--- src/rtl/rwh_pkg.sv ---
`timescale 1ns / 1ps

package rwh_pkg;

	// Window store geometry
	localparam int MaxWindow = 64;
	localparam int AddrW     = $clog2(MaxWindow);
	localparam int LenW      = 7;

	// Hash arithmetic widths
	localparam int WordW = 55;
	localparam int DivW  = 64;
	localparam int CntW  = $clog2(DivW + 1);

	// Register reset values
	localparam logic [LenW-1:0]  LenReset = LenW'(10);
	localparam logic [WordW-1:0] ModReset = WordW'(64'd1999999973);
	localparam logic [WordW-1:0] PowReset = '0;

	// Configuration register indexes
	typedef enum logic [1:0] {
		CFG_LEN = 2'd0,
		CFG_MOD = 2'd1,
		CFG_POW = 2'd2
	} cfg_idx_t;

	// Request operation codes
	typedef enum logic {
		OP_FEED  = 1'b0,
		OP_CLEAR = 1'b1
	} op_t;

	// Commands to the shared reduction unit
	typedef struct packed {
		logic load;   // take a new dividend and restart the remainder
		logic clear;  // zero the remainder
	} rwh_cmd_t;

endpackage

--- src/rtl/rwh_store.sv ---
`timescale 1ns / 1ps

module rwh_store
	import rwh_pkg::*;
(
	input  logic             clk,
	input  logic             arst_n,
	input  logic             wr_en,
	input  logic             clr,
	input  logic [AddrW-1:0] addr,
	input  logic [7:0]       wdata,
	output logic [7:0]       old_byte
);

	logic [7:0]           mem [MaxWindow];
	logic [7:0]           rd_q;
	logic [MaxWindow-1:0] vld_q;
	logic                 hit_q;

	// Read the leaving byte and write the entering one at the same slot
	always_ff @(posedge clk) begin
		if (wr_en) begin
			rd_q      <= mem[addr];
			mem[addr] <= wdata;
		end
	end

	// Track written slots; a clear drops them all at once
	always_ff @(posedge clk or negedge arst_n) begin
		if (!arst_n) begin
			vld_q <= '0;
			hit_q <= 1'b0;
		end else if (clr) begin
			vld_q <= '0;
			hit_q <= 1'b0;
		end else if (wr_en) begin
			hit_q       <= vld_q[addr];
			vld_q[addr] <= 1'b1;
		end
	end

	// Never-written slots read as zero
	assign old_byte = hit_q ? rd_q : 8'd0;

endmodule

--- src/rtl/rwh_modred.sv ---
`timescale 1ns / 1ps

module rwh_modred
	import rwh_pkg::*;
(
	input  logic             clk,
	input  logic             arst_n,
	input  rwh_cmd_t         cmd,
	input  logic [DivW-1:0]  load_val,
	input  logic [WordW-1:0] modulus,
	output logic [WordW-1:0] rem,
	output logic             done
);

	logic [WordW-1:0] rem_q;
	logic [DivW-1:0]  div_q;
	logic [CntW-1:0]  cnt_q;
	logic [WordW:0]   trial;
	logic [WordW:0]   diff;
	logic             ge;

	// One restoring step: shift in the next dividend bit, subtract if it fits
	assign trial = {rem_q, div_q[DivW-1]};
	assign ge    = trial >= {1'b0, modulus};
	assign diff  = trial - {1'b0, modulus};

	always_ff @(posedge clk or negedge arst_n) begin
		if (!arst_n) begin
			rem_q <= '0;
			cnt_q <= '0;
		end else if (cmd.load) begin
			rem_q <= '0;
			cnt_q <= CntW'(DivW);
		end else if (cmd.clear) begin
			rem_q <= '0;
		end else if (cnt_q != '0) begin
			rem_q <= ge ? diff[WordW-1:0] : trial[WordW-1:0];
			cnt_q <= cnt_q - 1'b1;
		end
	end

	// Dividend shifts out MSB first
	always_ff @(posedge clk) begin
		if (cmd.load) begin
			div_q <= load_val;
		end else if (cnt_q != '0) begin
			div_q <= {div_q[DivW-2:0], 1'b0};
		end
	end

	assign rem  = rem_q;
	assign done = (cnt_q == '0);

endmodule

--- src/rtl/rolling_window_hash.sv ---
`timescale 1ns / 1ps
// Channel   Handshake            Payload
// input     in_valid/in_ready    op, byte_in
// output    out_valid/out_ready  hash_out
// config    cfg_we               cfg_index, cfg_data
//
// A feed is sequenced around the shared one-bit-per-cycle reduction: load
// old_byte*exit_power and reduce it bit by bit, load the next dividend and reduce
// it the same way, then register the result into the output.
// A clear goes straight to completion; in_ready rises as a result is registered.
// Reset is asynchronous; the window store needs no clearing pass after it.
// A waiting result does not block a new request; completion holds until it is taken.

module rolling_window_hash
	import rwh_pkg::*;
(
	input  logic             clk,
	input  logic             arst_n,
	input  logic             in_valid,
	output logic             in_ready,
	input  logic             op,
	input  logic [7:0]       byte_in,
	output logic             out_valid,
	input  logic             out_ready,
	output logic [WordW-1:0] hash_out,
	input  logic             cfg_we,
	input  logic [1:0]       cfg_index,
	input  logic [WordW-1:0] cfg_data
);

	typedef enum logic [5:0] {
		ST_IDLE = 6'b000001,
		ST_MUL  = 6'b000010,
		ST_RED1 = 6'b000100,
		ST_SUM  = 6'b001000,
		ST_RED2 = 6'b010000,
		ST_DONE = 6'b100000
	} state_t;

	state_t           state_q;
	logic [LenW-1:0]  len_q;
	logic [WordW-1:0] mod_q;
	logic [WordW-1:0] pow_q;
	logic [WordW-1:0] hash_q;
	logic [AddrW-1:0] pos_q;
	logic [7:0]       byte_q;
	logic [WordW-1:0] out_q;
	logic             out_valid_q;

	logic [LenW-1:0]  len_eff;
	logic [WordW-1:0] mod_eff;
	logic [LenW-1:0]  pos_inc;
	logic [AddrW-1:0] pos_next;
	logic             accept;
	logic             feed;
	logic             clr;
	logic             finish;
	logic [7:0]       old_byte;
	logic [DivW-2:0]  prod;
	logic [WordW:0]   sum;
	logic [DivW-1:0]  load_val;
	rwh_cmd_t         cmd;
	logic [WordW-1:0] rem;
	logic             red_done;

	// Configuration writes
	always_ff @(posedge clk or negedge arst_n) begin
		if (!arst_n) begin
			len_q <= LenReset;
			mod_q <= ModReset;
			pow_q <= PowReset;
		end else if (cfg_we) begin
			case (cfg_index)
				CFG_LEN: len_q <= cfg_data[LenW-1:0];
				CFG_MOD: mod_q <= cfg_data;
				CFG_POW: pow_q <= cfg_data;
				default: ;
			endcase
		end
	end

	// Clamp length and modulus to their usable ranges
	assign len_eff = (len_q == '0) ? LenW'(1) :
			(len_q > LenW'(MaxWindow)) ? LenW'(MaxWindow) : len_q;
	assign mod_eff = (mod_q < WordW'(2)) ? WordW'(2) : mod_q;

	// Advance the circular position
	assign pos_inc  = {1'b0, pos_q} + LenW'(1);
	assign pos_next = (pos_inc >= len_eff) ? '0 : pos_inc[AddrW-1:0];

	assign in_ready = (state_q == ST_IDLE);
	assign accept   = in_valid && in_ready;
	assign feed     = accept && (op == OP_FEED);
	assign clr      = accept && (op == OP_CLEAR);
	assign finish   = (state_q == ST_DONE) && (!out_valid_q || out_ready);

	rwh_store u_store (
		.clk      (clk),
		.arst_n   (arst_n),
		.wr_en    (feed),
		.clr      (clr),
		.addr     (pos_next),
		.wdata    (byte_in),
		.old_byte (old_byte)
	);

	// Dividend sources: leaving term, then (hash + p - residue) * 256 + byte
	assign prod = (DivW-1)'(old_byte) * (DivW-1)'(pow_q);
	assign sum  = {1'b0, hash_q} + ({1'b0, mod_eff} - {1'b0, rem});
	assign load_val = (state_q == ST_MUL) ? {1'b0, prod} : {sum, byte_q};

	assign cmd.load  = (state_q == ST_MUL) || (state_q == ST_SUM);
	assign cmd.clear = clr;

	rwh_modred u_modred (
		.clk      (clk),
		.arst_n   (arst_n),
		.cmd      (cmd),
		.load_val (load_val),
		.modulus  (mod_eff),
		.rem      (rem),
		.done     (red_done)
	);

	// Sequencer
	always_ff @(posedge clk or negedge arst_n) begin
		if (!arst_n) begin
			state_q <= ST_IDLE;
		end else begin
			case (state_q)
				ST_IDLE: if (accept) state_q <= clr ? ST_DONE : ST_MUL;
				ST_MUL:  state_q <= ST_RED1;
				ST_RED1: if (red_done) state_q <= ST_SUM;
				ST_SUM:  state_q <= ST_RED2;
				ST_RED2: if (red_done) state_q <= ST_DONE;
				ST_DONE: if (finish) state_q <= ST_IDLE;
				default: state_q <= ST_IDLE;
			endcase
		end
	end

	// Position and running hash
	always_ff @(posedge clk or negedge arst_n) begin
		if (!arst_n) begin
			pos_q  <= '0;
			hash_q <= '0;
		end else begin
			if (clr) begin
				pos_q  <= '0;
				hash_q <= '0;
			end else if (feed) begin
				pos_q <= pos_next;
			end
			if (finish) hash_q <= rem;
		end
	end

	// Hold the entering byte for the final reduction
	always_ff @(posedge clk) begin
		if (feed) byte_q <= byte_in;
	end

	// Output register
	always_ff @(posedge clk or negedge arst_n) begin
		if (!arst_n) begin
			out_valid_q <= 1'b0;
		end else if (finish) begin
			out_valid_q <= 1'b1;
		end else if (out_ready) begin
			out_valid_q <= 1'b0;
		end
	end

	always_ff @(posedge clk) begin
		if (finish) out_q <= rem;
	end

	assign out_valid = out_valid_q;
	assign hash_out  = out_q;

endmodule
--- config.mk ---
export PLATFORM = sky130hd
export DESIGN_NAME = rolling_window_hash
export DESIGN_NICKNAME = d
export VERILOG_FILES = /design/src/rtl/rwh_pkg.sv /design/src/rtl/rwh_store.sv /design/src/rtl/rwh_modred.sv /design/src/rtl/rolling_window_hash.sv
export SDC_FILE = /design/constraint.sdc
export NUM_CORES = 2
export LEC_CHECK = 0
export BUFFER_PORTS_ARGS = -buffer_cell sky130_fd_sc_hd__buf_2
export CAP_MARGIN = 20
export CORE_MARGIN = 8
export CORE_UTILIZATION = 46
export DETAILED_ROUTE_END_ITERATION = 10
export PLACE_DENSITY = 0.64
export SETUP_SLACK_MARGIN = 0.2
export SYNTH_ARGS = -nofsm -noshare
export SYNTH_HDL_FRONTEND = slang
export SYNTH_SLANG_ARGS = --single-unit
--- constraint.sdc ---
create_clock -name clk -period 13.3 [get_ports clk]
set_input_delay 3.325 -clock clk [delete_from_list [all_inputs] [get_ports clk]]
set_output_delay 3.325 -clock clk [all_outputs]
set_load 0.005 [all_outputs]
==> qor.csv <==
stage;metric;value;unit
clocking;CTS tree;built;
route;DR pass1 iterations;9;
finish;Filler cells;11534;
route;antenna-violating nets left;0;
timing;measured slew at the worst slew-check pin;1.09;ns
power;Leakage;28.8;nW
timing;fin. max-slew vios;0;
die;row count;132;
timing;RSZ-0062 raised after global routing;no;
finish;synth-to-layout area growth;9.37;%
critical_path;WP data required;13.78;ns
placement;hpwl dp;121000;µm
yosys;EDFF count, synth;647;
timing;clk_skew;0.0744;ns
yosys;most used flip-flop cell after synthesis;edfxtp_1;
yosys;post-synthesis sequential area ratio;0.459;
clocking;Worst-Skew Late Latency;0.77;ns
clocking;TritonCTS Buffers;102;
timing;FMAX;0.122;GHz
power;power per cell area;210;nW/µm²
route;Remaining DRCs;0;
clocking;PostCTS Resize Cnt;0;
flow_run;MaxCap Viol Count;0;
global_routing;initial antenna violation count;6;
critical_path;startpoint types;flip-flop;
yosys;Post-Syn Area;59400;µm²
clocking;hold buffer count at cts;0;
yosys;share of the synthesized area in the top cell type;0.327;
timing;Setup TNS;0;ns
finish;share of layout cells above drive strength 1;0.0999;
yosys;post-synthesis cell type count;94;
finish;nets;5983;
yosys;post-synthesis async set-or-reset flop share;0.325;
yosys;Cells after Synth;5354;
clocking;clock slew at reported path FFs;0.06;ns
clocking;Root Driver;clkbuf_16;
clocking;postcts setup bufs;0;
critical_path;Critical Path AT;8.71;ns
die;die footprint;141000;µm²
finish;multi-input logic area;28800;µm²
power;Max rail drop VDD;152;µV
route;DR iter-0 viols;4233;
die;height of the die;375;µm
finish;Sequential Area;27300;µm²
die;IO Pins;128;
die;Initial Util;0.461;
timing;Final Hold Viols;0;
yosys;Seq cells post-synth;959;
outcome;status;completed;
yosys;syn nets;6003;
clocking;TritonCTS sink count;959;
clocking;Max clock buf depth;3;
hold_path;Hold Crit Class;flip-flop to flip-flop;
timing;fin crit share;0.618;
timing;Slew HR;0.271;
yosys;most common cell in the netlist;edfxtp_1;
critical_path;CP Max Fanout;119;
global_routing;largest net degree at the start of global routing;120;
yosys;top cells by count, synth;edfxtp_1 (647), inv_1 (570), nand2_1 (436);
global_routing;Tot GR Track Use;0.241;
die;core area;129000;µm²
global_routing;global route total overflow;0;
global_routing;first-pass GRT wire length;263000;µm
placement;IO buf count;127;
route;detailed-route via count;42497;
critical_path;Worst Setup End Kind;flip-flop;
critical_path;Crit Path Class;flip-flop to flip-flop;
die;Die X;375;µm
placement;GPL Wtd Cong;0.921;
yosys;Synth Area per Inst;11.1;µm²
yosys;Yosys top cell by area;edfxtp_1;
route;drt total wl;173000;µm
finish;Final Util;0.504;
yosys;warnings from Yosys;0;
route;WL per Instance;24.4;µm
timing;fin crit period;8.22;ns
yosys;top post-synthesis cells by area;edfxtp_1 (33%), fa_1 (13%), dfrtp_1 (12%);
route;post-DR vias/cell;5.98;
timing;final setup fails;0;
global_routing;vias in the first global route;42254;
clocking;H-Tree Level Count;3;
[report_power, final]
group	switching, W	internal (W)	total (W)
Combinational	0.00428	0.00247	0.00675
Clock	0.00126	0.00167	0.00293
Sequential	0.000381	0.00356	0.00395
[layout make-up]
| cell class | instances | area share |
|---|---|---|
| Multi-Input combinational cell | 3509 | 0.444 |
| Sequential cell | 959 | 0.420 |
| Clock buffer | 139 | 0.0432 |
| Inverter | 573 | 0.0332 |
| Tap cell | 1675 | 0.0323 |
| Timing Repair Buffer | 189 | 0.0174 |
| Clock inverter | 55 | 0.0104 |
| Antenna cell | 5 | 0.000193 |
[placed cells by master (no fill, tap or decap), drive strengths merged, types with 107 or more instances in the layout]
master,netlist,final
a21o,180,180
a21oi,289,289
a222oi,109,109
and3,382,382
buf,52,189
clkbuf,261,139
dfrtp,290,290
edfxtp,647,647
fa,374,374
ha,204,204
inv,573,577
mux2,129,129
mux2i,107,107
nand2,437,437
nor2,214,214
o21ai,247,247
[path summary, 6_finish.rpt]
kind / startpoint / end / slack, ns / cells after the start
setup / recovery: u_store.hit_q$_DFFE_PN0P_ / u_modred.div_q[62]$_DFFE_PP_ / 5.08 / 22
setup reg to reg: u_store.hit_q$_DFFE_PN0P_ / u_modred.div_q[62]$_DFFE_PP_ / 5.08 / 22
min in group asynchronous: arst_n / hash_q[15]$_DFFE_PN0P_ / 2.67 / 1
max in group asynchronous: arst_n / pos_q[0]$_DFFE_PN0P_ / 8.31 / 3
hold reg to reg: u_store.vld_q[53]$_DFFE_PN0P_ / u_store.vld_q[53]$_DFFE_PN0P_ / 0.48 / 1
hold / removal: u_store.vld_q[53]$_DFFE_PN0P_ / u_store.vld_q[53]$_DFFE_PN0P_ / 0.48 / 1
[per-layer routing]
| metal | GRT usage | wire length (µm) | part of all wire |
|---|---|---|---|
| met5 | 0 | 23 | 0.00013 |
| met4 | 0.0969 | 7780 | 0.045 |
| met3 | 0.0376 | 11600 | 0.067 |
| met2 | 0.410 | 85400 | 0.49 |
| met1 | 0.308 | 68500 | 0.40 |
[cells by family after synthesis]
group | synth area share
multiplexers | 0.0425
AO/OA/AOI/OAI | 0.136
adder cells (fa/ha/maj) | 0.169
AND/OR/NAND/NOR | 0.114
XOR/XNOR | 0.0226
flip-flops | 0.459
buffers and inverters | 0.0571
[state kept, by name, indices dropped and copies added (netlist names)]
signal / count
u_modred.cnt_q: 7
mod_q: 55
len_q: 7
u_store.mem: 512
u_modred.div_q: 64
byte_q: 8
u_store.vld_q: 64
out_valid: 1
u_store.rd_q: 8
hash_out: 55
u_store.hit_q: 1
u_modred.rem: 55
hash_q: 55
pos_q: 6
pow_q: 55
state_q: 6
[through the flow]
stage          std cells  hold WS [ns]  cell area, µm²  power, W  setup WS (ns)
2_1_floorplan       5354         0.441           59400   0.00866           7.12
3_3_place_gp        6904         0.453           61500    0.0106           5.42
6_report            7104         0.477           65000    0.0136           5.08
3_5_place_dp        6904         0.462           61500    0.0107           5.26
4_1_cts             7098         0.476           64900    0.0137           5.28
5_1_grt             7099         0.490           65000    0.0145           4.68
[worst max-delay path, cell delays in order, from the launching register on]
cell	delay [ns]
dfrtp_4	0.75
buf_4	0.75
buf_4	0.70
nand3_1	0.23
fa_1	0.52
fa_1	0.49
inv_1	0.05
fa_1	0.52
inv_1	0.05
fa_1	0.53
inv_1	0.04
ha_1	0.35
o211a_1	0.20
a21oi_1	0.09
o31ai_2	0.52
a221o_1	0.36
a31oi_1	0.30
nor2_1	0.18
o21ai_1	0.15
o31ai_1	0.54
a31oi_1	0.19
xnor2_1	0.17
o221a_1	0.25
No activity file was read; power rests on OpenSTA's default activity.
